<file path="config.mk">
export PLATFORM = sky130hd
export DESIGN_NAME = buffer_cache_tag_manager
export DESIGN_NICKNAME = d
export VERILOG_FILES = /design/src/rtl/core/bctm_pkg.sv /design/src/rtl/core/bctm_cell.sv /design/src/rtl/core/buffer_cache_tag_manager.sv
export SDC_FILE = /design/constraint.sdc
export NUM_CORES = 2
export LEC_CHECK = 0
export BUFFER_PORTS_ARGS = -buffer_cell sky130_fd_sc_hd__buf_4
export CAP_MARGIN = 10
export CORE_MARGIN = 2
export CORE_UTILIZATION = 40
export CTS_CLUSTER_DIAMETER = 200
export DETAILED_ROUTE_END_ITERATION = 8
export MAX_ROUTING_LAYER = met4
export PLACE_DENSITY = 0.65
export SLEW_MARGIN = 20
export SYNTH_ARGS = -nofsm -noshare
export SYNTH_HDL_FRONTEND = slang
export SYNTH_SLANG_ARGS = --single-unit
</file>
<file path="constraint.sdc">
create_clock -name clock -period 4.55 [get_ports clock]
set_input_delay 0.6825 -clock clock [delete_from_list [all_inputs] [get_ports clock]]
set_output_delay 0.6825 -clock clock [all_outputs]
set_load 0.03 [all_outputs]
</file>
<file path="src/rtl/core/bctm_pkg.sv">
// ----------------------------------------------------------------------------
// bctm_pkg
// shared types and codes of the buffer cache tag manager
// ----------------------------------------------------------------------------
package bctm_pkg;

   localparam int KIND_W     = 2;
   localparam int BLOCK_IN_W = 16;
   localparam int STATUS_W   = 2;
   localparam int SLOT_OUT_W = 5;
   localparam int WB_OUT_W   = 13;
   // widest slot index and block number that the parameters allow
   localparam int IDX_MAX_W  = 8;
   localparam int BLK_MAX_W  = 16;

   localparam logic [KIND_W-1:0] KIND_ALLOC  = 2'd0;
   localparam logic [KIND_W-1:0] KIND_LOOKUP = 2'd1;
   localparam logic [KIND_W-1:0] KIND_DIRTY  = 2'd2;

   localparam logic [STATUS_W-1:0] STATUS_OK     = 2'd0;
   localparam logic [STATUS_W-1:0] STATUS_BOUND  = 2'd1;
   localparam logic [STATUS_W-1:0] STATUS_ABSENT = 2'd2;

   typedef enum logic [1:0] {
      ST_IDLE,
      ST_SCAN,
      ST_FINISH
   } state_type;

   // flags of the scan packet that travels down the chain of cells
   typedef struct packed {
      logic active;
      logic alloc;
      logic free_found;
      logic vic_found;
      logic vic_dirty;
      logic hit;
   } scan_flags_type;

   // update broadcast to the cells once the scan is over
   typedef struct packed {
      logic install;
      logic set_dirty;
   } upd_cmd_type;

endpackage

</file>
<file path="src/rtl/core/bctm_cell.sv">
// ----------------------------------------------------------------------------
// bctm_cell
// one buffer slot: holds its tag and works on the scan packet passing through
// ----------------------------------------------------------------------------
module bctm_cell #(
   parameter int IDX_W = 5,
   parameter int AGE_W = 16,
   parameter int BLK_W = 13,
   parameter int IDX   = 0
) (
   input  logic                       clock,
   input  logic                       reset,
   input  logic [BLK_W-1:0]           req_blk,
   input  bctm_pkg::scan_flags_type   flags_prev,
   input  logic [IDX_W-1:0]           free_idx_prev,
   input  logic [IDX_W-1:0]           vic_idx_prev,
   input  logic [AGE_W-1:0]           vic_age_prev,
   input  logic [BLK_W-1:0]           vic_block_prev,
   input  logic [IDX_W-1:0]           hit_idx_prev,
   input  bctm_pkg::upd_cmd_type      cmd,
   input  logic [IDX_W-1:0]           cmd_idx,
   output bctm_pkg::scan_flags_type   flags_next,
   output logic [IDX_W-1:0]           free_idx_next,
   output logic [IDX_W-1:0]           vic_idx_next,
   output logic [AGE_W-1:0]           vic_age_next,
   output logic [BLK_W-1:0]           vic_block_next,
   output logic [IDX_W-1:0]           hit_idx_next
);

   logic                     occ_ff, occ_in;
   logic                     dirty_ff, dirty_in;
   logic [BLK_W-1:0]         blk_ff, blk_in;
   logic [AGE_W-1:0]         age_ff, age_in;
   logic [AGE_W-1:0]         aged;
   logic                     sel;

   bctm_pkg::scan_flags_type flags_ff, flags_in;
   logic [IDX_W-1:0]         free_idx_ff, free_idx_in;
   logic [IDX_W-1:0]         vic_idx_ff, vic_idx_in;
   logic [AGE_W-1:0]         vic_age_ff, vic_age_in;
   logic [BLK_W-1:0]         vic_block_ff, vic_block_in;
   logic [IDX_W-1:0]         hit_idx_ff, hit_idx_in;

   assign aged = (age_ff == {AGE_W{1'b1}}) ? age_ff : age_ff + AGE_W'(1);
   assign sel  = (cmd_idx == IDX_W'(IDX));

   // packet handling
   always_comb begin
      flags_in     = flags_prev;
      free_idx_in  = free_idx_prev;
      vic_idx_in   = vic_idx_prev;
      vic_age_in   = vic_age_prev;
      vic_block_in = vic_block_prev;
      hit_idx_in   = hit_idx_prev;
      if (flags_prev.active) begin
         if (!occ_ff) begin
            if (flags_prev.alloc && !flags_prev.free_found) begin
               flags_in.free_found = 1'b1;
               free_idx_in         = IDX_W'(IDX);
            end
         end else if (flags_prev.alloc) begin
            // strict compare keeps the lowest index on equal ages
            if (!flags_prev.vic_found || aged > vic_age_prev) begin
               flags_in.vic_found = 1'b1;
               flags_in.vic_dirty = dirty_ff;
               vic_idx_in         = IDX_W'(IDX);
               vic_age_in         = aged;
               vic_block_in       = blk_ff;
            end
         end else if (!flags_prev.hit && blk_ff == req_blk) begin
            flags_in.hit = 1'b1;
            hit_idx_in   = IDX_W'(IDX);
         end
      end
   end

   // own tag
   always_comb begin
      occ_in   = occ_ff;
      dirty_in = dirty_ff;
      blk_in   = blk_ff;
      age_in   = age_ff;
      if (flags_prev.active && flags_prev.alloc && occ_ff) begin
         age_in = aged;
      end
      if (cmd.install && sel) begin
         occ_in   = 1'b1;
         dirty_in = 1'b0;
         blk_in   = req_blk;
         age_in   = '0;
      end else if (cmd.set_dirty && sel) begin
         dirty_in = 1'b1;
      end
   end

   always_ff @(posedge clock) begin
      if (reset) begin
         occ_ff   <= 1'b0;
         dirty_ff <= 1'b0;
         flags_ff <= '0;
      end else begin
         occ_ff   <= occ_in;
         dirty_ff <= dirty_in;
         flags_ff <= flags_in;
      end
   end

   always_ff @(posedge clock) begin
      blk_ff       <= blk_in;
      age_ff       <= age_in;
      free_idx_ff  <= free_idx_in;
      vic_idx_ff   <= vic_idx_in;
      vic_age_ff   <= vic_age_in;
      vic_block_ff <= vic_block_in;
      hit_idx_ff   <= hit_idx_in;
   end

   assign flags_next     = flags_ff;
   assign free_idx_next  = free_idx_ff;
   assign vic_idx_next   = vic_idx_ff;
   assign vic_age_next   = vic_age_ff;
   assign vic_block_next = vic_block_ff;
   assign hit_idx_next   = hit_idx_ff;

endmodule

</file>
<file path="src/rtl/core/buffer_cache_tag_manager.sv">
// ----------------------------------------------------------------------------
// buffer_cache_tag_manager
// tag store for buffer slots with age based replacement
// ----------------------------------------------------------------------------
// Requests arrive on the req_ channel (kind, block number) under valid/ready;
// each gives exactly one word on the rsp_ channel (status, slot, write-back).
// Kinds: allocate a slot for a block, look a block up, mark its slot dirty.
// A request walks a row of NUM_SLOTS slot cells, one cell per cycle; each
// cell ages itself, offers itself as free slot or victim, or reports a hit.
// The slot update is broadcast once the walk ends.
// A request passes the launch register, each cell of the row, the capture
// into the result registers and the finish state before its word is
// registered; an out-of-bound block number skips the walk and goes from
// accept straight to the finish state. The next request is taken once the
// block is back in idle after the finish state of the previous one.
// One request is worked on at a time; req_ready is high only while idle.
// A finished word waits in the response register; a new request is taken
// while it waits, and the block holds its next word back until it is taken.
// Reset: synchronous, active high; all slots free and clean, no word pending.
// ----------------------------------------------------------------------------
module buffer_cache_tag_manager #(
   parameter int NUM_SLOTS  = 32,
   parameter int NUM_BLOCKS = 8192,
   parameter int AGE_BITS   = 16
) (
   input  logic                                clock,
   input  logic                                reset,
   input  logic                                req_valid,
   output logic                                req_ready,
   input  logic [bctm_pkg::KIND_W-1:0]         req_kind,
   input  logic [bctm_pkg::BLOCK_IN_W-1:0]     req_block_num,
   output logic                                rsp_valid,
   input  logic                                rsp_ready,
   output logic [bctm_pkg::STATUS_W-1:0]       rsp_status,
   output logic [bctm_pkg::SLOT_OUT_W-1:0]     rsp_slot_index,
   output logic                                rsp_writeback_valid,
   output logic [bctm_pkg::WB_OUT_W-1:0]       rsp_writeback_block
);

   localparam int IDX_W = $clog2(NUM_SLOTS);
   localparam int BLK_W = $clog2(NUM_BLOCKS);
   localparam int AGE_W = AGE_BITS;

   bctm_pkg::state_type      state_ff, state_in;

   logic [bctm_pkg::KIND_W-1:0] kind_ff;
   logic [BLK_W-1:0]         blk_ff;
   logic                     bound_ff;
   logic                     accept, bound, launch, capture, fire, rsp_free;

   bctm_pkg::scan_flags_type launch_ff, launch_in;
   bctm_pkg::upd_cmd_type    cmd;
   logic [IDX_W-1:0]         cmd_idx;

   // links between cells; link 0 is the launch register
   bctm_pkg::scan_flags_type flags_l     [NUM_SLOTS+1];
   logic [IDX_W-1:0]         free_idx_l  [NUM_SLOTS+1];
   logic [IDX_W-1:0]         vic_idx_l   [NUM_SLOTS+1];
   logic [AGE_W-1:0]         vic_age_l   [NUM_SLOTS+1];
   logic [BLK_W-1:0]         vic_block_l [NUM_SLOTS+1];
   logic [IDX_W-1:0]         hit_idx_l   [NUM_SLOTS+1];

   bctm_pkg::scan_flags_type res_flags_ff;
   logic [IDX_W-1:0]         res_free_idx_ff, res_vic_idx_ff, res_hit_idx_ff;
   logic [BLK_W-1:0]         res_vic_block_ff;
   logic [IDX_W-1:0]         target;

   logic                     rsp_valid_ff;
   logic [bctm_pkg::STATUS_W-1:0]   rsp_status_ff, rsp_status_in;
   logic [bctm_pkg::SLOT_OUT_W-1:0] rsp_slot_ff, rsp_slot_in;
   logic                     rsp_wb_valid_ff, rsp_wb_valid_in;
   logic [bctm_pkg::WB_OUT_W-1:0]   rsp_wb_block_ff, rsp_wb_block_in;
   logic [bctm_pkg::IDX_MAX_W-1:0]  slot_wide;
   logic [bctm_pkg::BLK_MAX_W-1:0]  blk_wide;

   assign accept   = req_valid && req_ready;
   assign bound    = ({1'b0, req_block_num} >= 17'(NUM_BLOCKS));
   assign rsp_free = !rsp_valid_ff || rsp_ready;

   // next state
   always_comb begin
      state_in = state_ff;
      case (state_ff)
         bctm_pkg::ST_IDLE: begin
            if (accept) begin
               state_in = bound ? bctm_pkg::ST_FINISH : bctm_pkg::ST_SCAN;
            end
         end
         bctm_pkg::ST_SCAN: begin
            if (flags_l[NUM_SLOTS].active) begin
               state_in = bctm_pkg::ST_FINISH;
            end
         end
         bctm_pkg::ST_FINISH: begin
            if (rsp_free) begin
               state_in = bctm_pkg::ST_IDLE;
            end
         end
         default: state_in = bctm_pkg::ST_IDLE;
      endcase
   end

   // state outputs
   always_comb begin
      req_ready = 1'b0;
      launch    = 1'b0;
      capture   = 1'b0;
      fire      = 1'b0;
      case (state_ff)
         bctm_pkg::ST_IDLE:   begin
            req_ready = 1'b1;
            launch    = req_valid && !bound;
         end
         bctm_pkg::ST_SCAN:   capture = flags_l[NUM_SLOTS].active;
         bctm_pkg::ST_FINISH: fire    = rsp_free;
         default:             req_ready = 1'b0;
      endcase
   end

   always_comb begin
      launch_in        = '0;
      launch_in.active = launch;
      launch_in.alloc  = (req_kind == bctm_pkg::KIND_ALLOC);
   end

   always_ff @(posedge clock) begin
      if (reset) begin
         state_ff  <= bctm_pkg::ST_IDLE;
         launch_ff <= '0;
      end else begin
         state_ff  <= state_in;
         launch_ff <= launch_in;
      end
   end

   always_ff @(posedge clock) begin
      if (accept) begin
         kind_ff  <= req_kind;
         blk_ff   <= req_block_num[BLK_W-1:0];
         bound_ff <= bound;
      end
      if (capture) begin
         res_flags_ff     <= flags_l[NUM_SLOTS];
         res_free_idx_ff  <= free_idx_l[NUM_SLOTS];
         res_vic_idx_ff   <= vic_idx_l[NUM_SLOTS];
         res_vic_block_ff <= vic_block_l[NUM_SLOTS];
         res_hit_idx_ff   <= hit_idx_l[NUM_SLOTS];
      end
   end

   assign flags_l[0]     = launch_ff;
   assign free_idx_l[0]  = '0;
   assign vic_idx_l[0]   = '0;
   assign vic_age_l[0]   = '0;
   assign vic_block_l[0] = '0;
   assign hit_idx_l[0]   = '0;

   for (genvar i = 0; i < NUM_SLOTS; i++) begin : g_cell
      bctm_cell #(
         .IDX_W (IDX_W),
         .AGE_W (AGE_W),
         .BLK_W (BLK_W),
         .IDX   (i)
      ) u_cell (
         .clock          (clock),
         .reset          (reset),
         .req_blk        (blk_ff),
         .flags_prev     (flags_l[i]),
         .free_idx_prev  (free_idx_l[i]),
         .vic_idx_prev   (vic_idx_l[i]),
         .vic_age_prev   (vic_age_l[i]),
         .vic_block_prev (vic_block_l[i]),
         .hit_idx_prev   (hit_idx_l[i]),
         .cmd            (cmd),
         .cmd_idx        (cmd_idx),
         .flags_next     (flags_l[i+1]),
         .free_idx_next  (free_idx_l[i+1]),
         .vic_idx_next   (vic_idx_l[i+1]),
         .vic_age_next   (vic_age_l[i+1]),
         .vic_block_next (vic_block_l[i+1]),
         .hit_idx_next   (hit_idx_l[i+1])
      );
   end

   // lowest free slot first, else the oldest one
   assign target = res_flags_ff.free_found ? res_free_idx_ff
                 : (res_flags_ff.vic_found ? res_vic_idx_ff : '0);

   always_comb begin
      cmd       = '0;
      cmd_idx   = target;
      if (fire && !bound_ff) begin
         if (kind_ff == bctm_pkg::KIND_ALLOC) begin
            cmd.install = 1'b1;
         end else if (kind_ff == bctm_pkg::KIND_DIRTY && res_flags_ff.hit) begin
            cmd.set_dirty = 1'b1;
            cmd_idx       = res_hit_idx_ff;
         end
      end
   end

   // response word
   always_comb begin
      rsp_status_in   = bctm_pkg::STATUS_OK;
      slot_wide       = '0;
      rsp_wb_valid_in = 1'b0;
      blk_wide        = '0;
      if (bound_ff) begin
         rsp_status_in = bctm_pkg::STATUS_BOUND;
      end else if (kind_ff == bctm_pkg::KIND_ALLOC) begin
         slot_wide = bctm_pkg::IDX_MAX_W'(target);
         if (!res_flags_ff.free_found && res_flags_ff.vic_dirty) begin
            rsp_wb_valid_in = 1'b1;
            blk_wide        = bctm_pkg::BLK_MAX_W'(res_vic_block_ff);
         end
      end else if (res_flags_ff.hit) begin
         slot_wide = bctm_pkg::IDX_MAX_W'(res_hit_idx_ff);
      end else begin
         rsp_status_in = bctm_pkg::STATUS_ABSENT;
      end
      rsp_slot_in     = slot_wide[bctm_pkg::SLOT_OUT_W-1:0];
      rsp_wb_block_in = blk_wide[bctm_pkg::WB_OUT_W-1:0];
   end

   always_ff @(posedge clock) begin
      if (reset) begin
         rsp_valid_ff <= 1'b0;
      end else if (fire) begin
         rsp_valid_ff <= 1'b1;
      end else if (rsp_ready) begin
         rsp_valid_ff <= 1'b0;
      end
   end

   always_ff @(posedge clock) begin
      if (fire) begin
         rsp_status_ff   <= rsp_status_in;
         rsp_slot_ff     <= rsp_slot_in;
         rsp_wb_valid_ff <= rsp_wb_valid_in;
         rsp_wb_block_ff <= rsp_wb_block_in;
      end
   end

   assign rsp_valid           = rsp_valid_ff;
   assign rsp_status          = rsp_status_ff;
   assign rsp_slot_index      = rsp_slot_ff;
   assign rsp_writeback_valid = rsp_wb_valid_ff;
   assign rsp_writeback_block = rsp_wb_block_ff;

   // scan packet only ever reaches the end of the row during a walk
   a_packet_in_scan : assert property (@(posedge clock) disable iff (reset)
      flags_l[NUM_SLOTS].active |-> state_ff == bctm_pkg::ST_SCAN)
      else $error("scan packet left the row outside a walk");

   a_single_cmd : assert property (@(posedge clock) disable iff (reset)
      !(cmd.install && cmd.set_dirty))
      else $error("install and set dirty issued together");

   a_fire_gives_word : assert property (@(posedge clock) disable iff (reset)
      fire |=> rsp_valid)
      else $error("finished request did not raise a response word");

   a_bound_clean : assert property (@(posedge clock) disable iff (reset)
      (rsp_valid && rsp_status == bctm_pkg::STATUS_BOUND) |->
         (!rsp_writeback_valid && rsp_slot_index == '0))
      else $error("out of bound word carries a slot or write-back");

endmodule

</file>
==> impl_results.md <==
- CP max-delay cell: nor4_1
- Total gr overflow: 0
- R2r endpoint: g_cell[24].u_cell.vic_block_next[10]
- # clock sinks: approximately 2600
- First-pass GRT wire length: ~410 mm
- Hold Vio Cnt, Final: 0
- # diodes: 0
- Wire per inst: about 17 um
- Design Power: approximately 47 mW
- Yosys warns: 0
- P_leak: a little over 50 nW
- Vias in the first global route: approximately 76000
- Vias/cell: roughly 5.1
- Root Driver: clkbuf_16
- Multiplexer area fraction after synthesis: 8.84%
- Sequential fraction of the synthesis area: between 50% and 60%
- Non-filler cells, final: around 15000
- IO buf count: 44
- Worst endpoint data arrival time: 5.01 ns
- Chip width: roughly 530 um
- Worst Clk Skew: around 0.046 ns
- Io pins: 45
- Worst-path fanout max: 27
- Drt initial violations: ~4500
- Core area: about 280000 sq um
- Post-route setup TNS: 0 ns
- CP peak stage delay: approximately 0.77 ns
- Min-Delay Path Class: in2reg
- Most frequent cells in the layout: dfxtp_1 (2070), nor2_1 (1030), mux2_2 (784), nand2_1 (679), xor2_1 (621)
- Most common cell after layout, fill and taps aside: dfxtp_1
- Final WS setup: around 0.24 ns
- WHS: approximately 0.047 ns
- Postcts setup bufs: 0
- Placed Cells: approximately 14000
- Crit path kind: reg2reg
- Largest family of logic cells by synthesized area: simple AND/OR/NAND/NOR gates
- Final core occ: ~45%
- Antenna Nets Post-Route: 0
- Worst skew pair latency: around 0.85 ns
- Htree depth: 5
- CP required: about 5.3 ns
- Mapped cell area: 112000 sq um
- Worst Hold Launch: req_block_num[10]
- Mapped Nets: around 11000
- Final WL: approximately 250 mm
- Placer Congestion: ~0.86
- Fmax: around 230 MHz
- Max Buffers Root-to-Sink: 4
- Pre-antenna DRT Iters: 5
- CTS clk-pin slew, worst paths: roughly 0.06 ns
- Critical path endpoint category: register
- Via count: between 70000 and 80000
- Worst slew pin tran: 1.14 ns
- RSZ-0062 raised after global routing: false
- Synth Area in Compound Gates: 5.98%
- GRT Util Overall: between 15 and 20%
- Post-synthesis adder-cell area fraction: between 5 and 6%
- Share of post-route cells with drive strength above 1: between 10% and 20%
- Number of nets in the layout: 11500
- Slew Limit Fails: 0
- #FFs+latches synth: 2556
- Area grow syn2layout: 12.7%
- DIE AREA: 283000 sq um
- Final Cycle Share: between 90% and 100%
- Hold endpoint: blk_ff[10]
- DRC viols: 0
- Synth Flop Type: dfxtp_1
- Post-synthesis simple-gate area fraction: approximately 17%
- Total CTS buffers: between 200 and 300
- Maxcap violations: 0
- R2r setup slk: ~0.24 ns
- Distinct cells, synth: 81
- Startpoint types: register
- Pin count of the biggest net entering global routing: 97
- Worst IR drop on VDD: between 200 and 300 uV
- Final-report setup violation count: 0
- DP Worst Slack: 0.195 ns
- Reg-to-Reg Start: g_cell[24].u_cell.age_ff[3]
- DP HPWL: 180 mm
- Design Area, Final: between 100000 and 150000 sq um
- Syn_area_per_cell: a little over 10 sq um
- Number of synthesized flops with an enable pin: 485
- Placed Area: 117000 sq um
- Initial Util: roughly two fifths
- Synth async-reset ratio: 0%
- Fin crit period: roughly 4.3 ns
- Rel. slew slack: about 24%
- CP cell instances: nand3_1, nor3_2, nand2_1, a21oi_1, ha_1, nand4_1, nor4_1, nand4_1, nand2_1, a31o_2, buf_12, mux2_2
- Reg2reg path depth: 12
- Initial antenna violation count: 1
- Cell row count: approximately 190
- Hold Path Depth: 1
- CTS tree: done
- Outcome: finished, final reports clean
- Pwr Density: 371 nW/um^2
- Xor and xnor area share after synthesis: between 8 and 9%
- Synth Instances: roughly 11000
- Die H: between 500 and 600 um
worst max-delay path by stage:
| stage | slack, ns | start | cells after the start | to |
|---|---|---|---|---|
| 2_1_floorplan | 0.62 | g_cell[19].u_cell.age_ff[7] | 13 | g_cell[19].u_cell.vic_age_next[11] |
| 3_3_place_gp | 0.35 | g_cell[21].u_cell.age_ff[3] | 13 | g_cell[21].u_cell.vic_block_next[10] |
| 3_5_place_dp | 0.20 | g_cell[21].u_cell.age_ff[3] | 13 | g_cell[21].u_cell.vic_block_next[9] |
| 4_1_cts | 0.17 | g_cell[21].u_cell.age_ff[3] | 13 | g_cell[21].u_cell.vic_block_next[10] |
| 5_1_grt | 0.02 | g_cell[12].u_cell.age_ff[4] | 12 | g_cell[12].u_cell.vic_block_next[9] |
| 6_report | 0.24 | g_cell[24].u_cell.age_ff[3] | 12 | g_cell[24].u_cell.vic_block_next[10] |
kinds of logic (layout without fill, tap and decap cells):
family / Yosys count / in the layout
AO/OA/AOI/OAI: 1107 / 1107
multiplexers: 888 / 888
flip-flops: 2556 / 2556
buffers and inverters: 1017 / 1299
AND/OR/NAND/NOR: 3721 / 3721
XOR/XNOR: 1043 / 1043
adder cells (fa/ha/maj): 528 / 528
registers in the layout (all words and copies together) (netlist names), 2 cells and up:
name,cells
g_cell.u_cell.age_ff,512
g_cell.u_cell.vic_age_next,496
g_cell.u_cell.blk_ff,416
g_cell.u_cell.vic_block_next,416
g_cell.u_cell.flags_next,191
g_cell.u_cell.free_idx_next,129
g_cell.u_cell.hit_idx_next,129
g_cell.u_cell.vic_idx_next,129
g_cell.u_cell.dirty_ff,32
g_cell.u_cell.occ_ff,32
blk_ff,13
res_vic_block_ff,13
rsp_writeback_block,13
res_free_idx_ff,5
res_hit_idx_ff,5
res_vic_idx_ff,5
rsp_slot_index,5
res_flags_ff,4
flags_l,2
kind_ff,2
rsp_status,2
state_ff,2
critical path, delay by kind of cell (launching register included):
kind                     cells  cell delay [ns]
flip-flops                   1             0.47
adder cells (fa/ha/maj)      1             0.19
AO/OA/AOI/OAI                2             0.50
multiplexers                 1             0.36
buffers and inverters        1             0.19
AND/OR/NAND/NOR              7             2.45
power by group:
group | switching (mW) | internal, mW
Clock | 9.09 | 13.1
Combinational | 0.801 | 0.495
Sequential | 0.0932 | 23.1
metal layers:
metal | vias up | routed length, um | GRT usage (%) | part of all wire (%)
met2 | 1240 | 119000 | 29.4 | 47
li1 | 37500 | - | - | -
met1 | 36300 | 119000 | 23.3 | 47
met5 | - | 0 | - | 0
met3 | 400 | 8470 | 1.98 | 3.4
met4 | 0 | 5660 | 4.25 | 2.3
final cells by class:
type | count | area [sq um]
repair buffers | 209 | 2100
flip-flops and latches | 2556 | 56000
fillers | 25500 | 151000
clock buffers | 363 | 7620
inverters | 608 | 2280
clock inverters | 119 | 1330
multi-input cells | 7287 | 51700
well taps | 3705 | 4640
Yosys cell counts, types with 55 or more instances:
master / n / area, sq um
clkbuf_1: 222 / 833
nor2_1: 1033 / 3880
a21o_1: 66 / 495
nand3_1: 361 / 1810
o21a_1: 55 / 413
xor2_1: 621 / 5440
xnor2_1: 422 / 3700
a21oi_1: 461 / 2310
nor4_1: 167 / 1040
mux2i_1: 104 / 1040
nand4_1: 233 / 1460
and3_1: 146 / 913
or2_2: 184 / 1150
a211oi_1: 74 / 556
buf_2: 98 / 490
mux2_2: 784 / 8830
edfxtp_1: 485 / 14600
nand2_1: 679 / 2550
o21ai_0: 212 / 1060
and2_1: 96 / 601
nand2b_1: 108 / 676
nor3_1: 269 / 1350
nor2b_1: 228 / 1430
inv_1: 606 / 2270
dfxtp_1: 2071 / 41500
ha_1: 528 / 6610
a31oi_1: 79 / 494
what timing repair did:
item / in CTS / in global routing
gates resized for setup: 0 / 5
hold buffers: 5 / 0
hold endpoints to repair: 5 / 0
setup endpoints to repair: 0 / 50
Note: power is estimated with default switching activity, not from simulation.
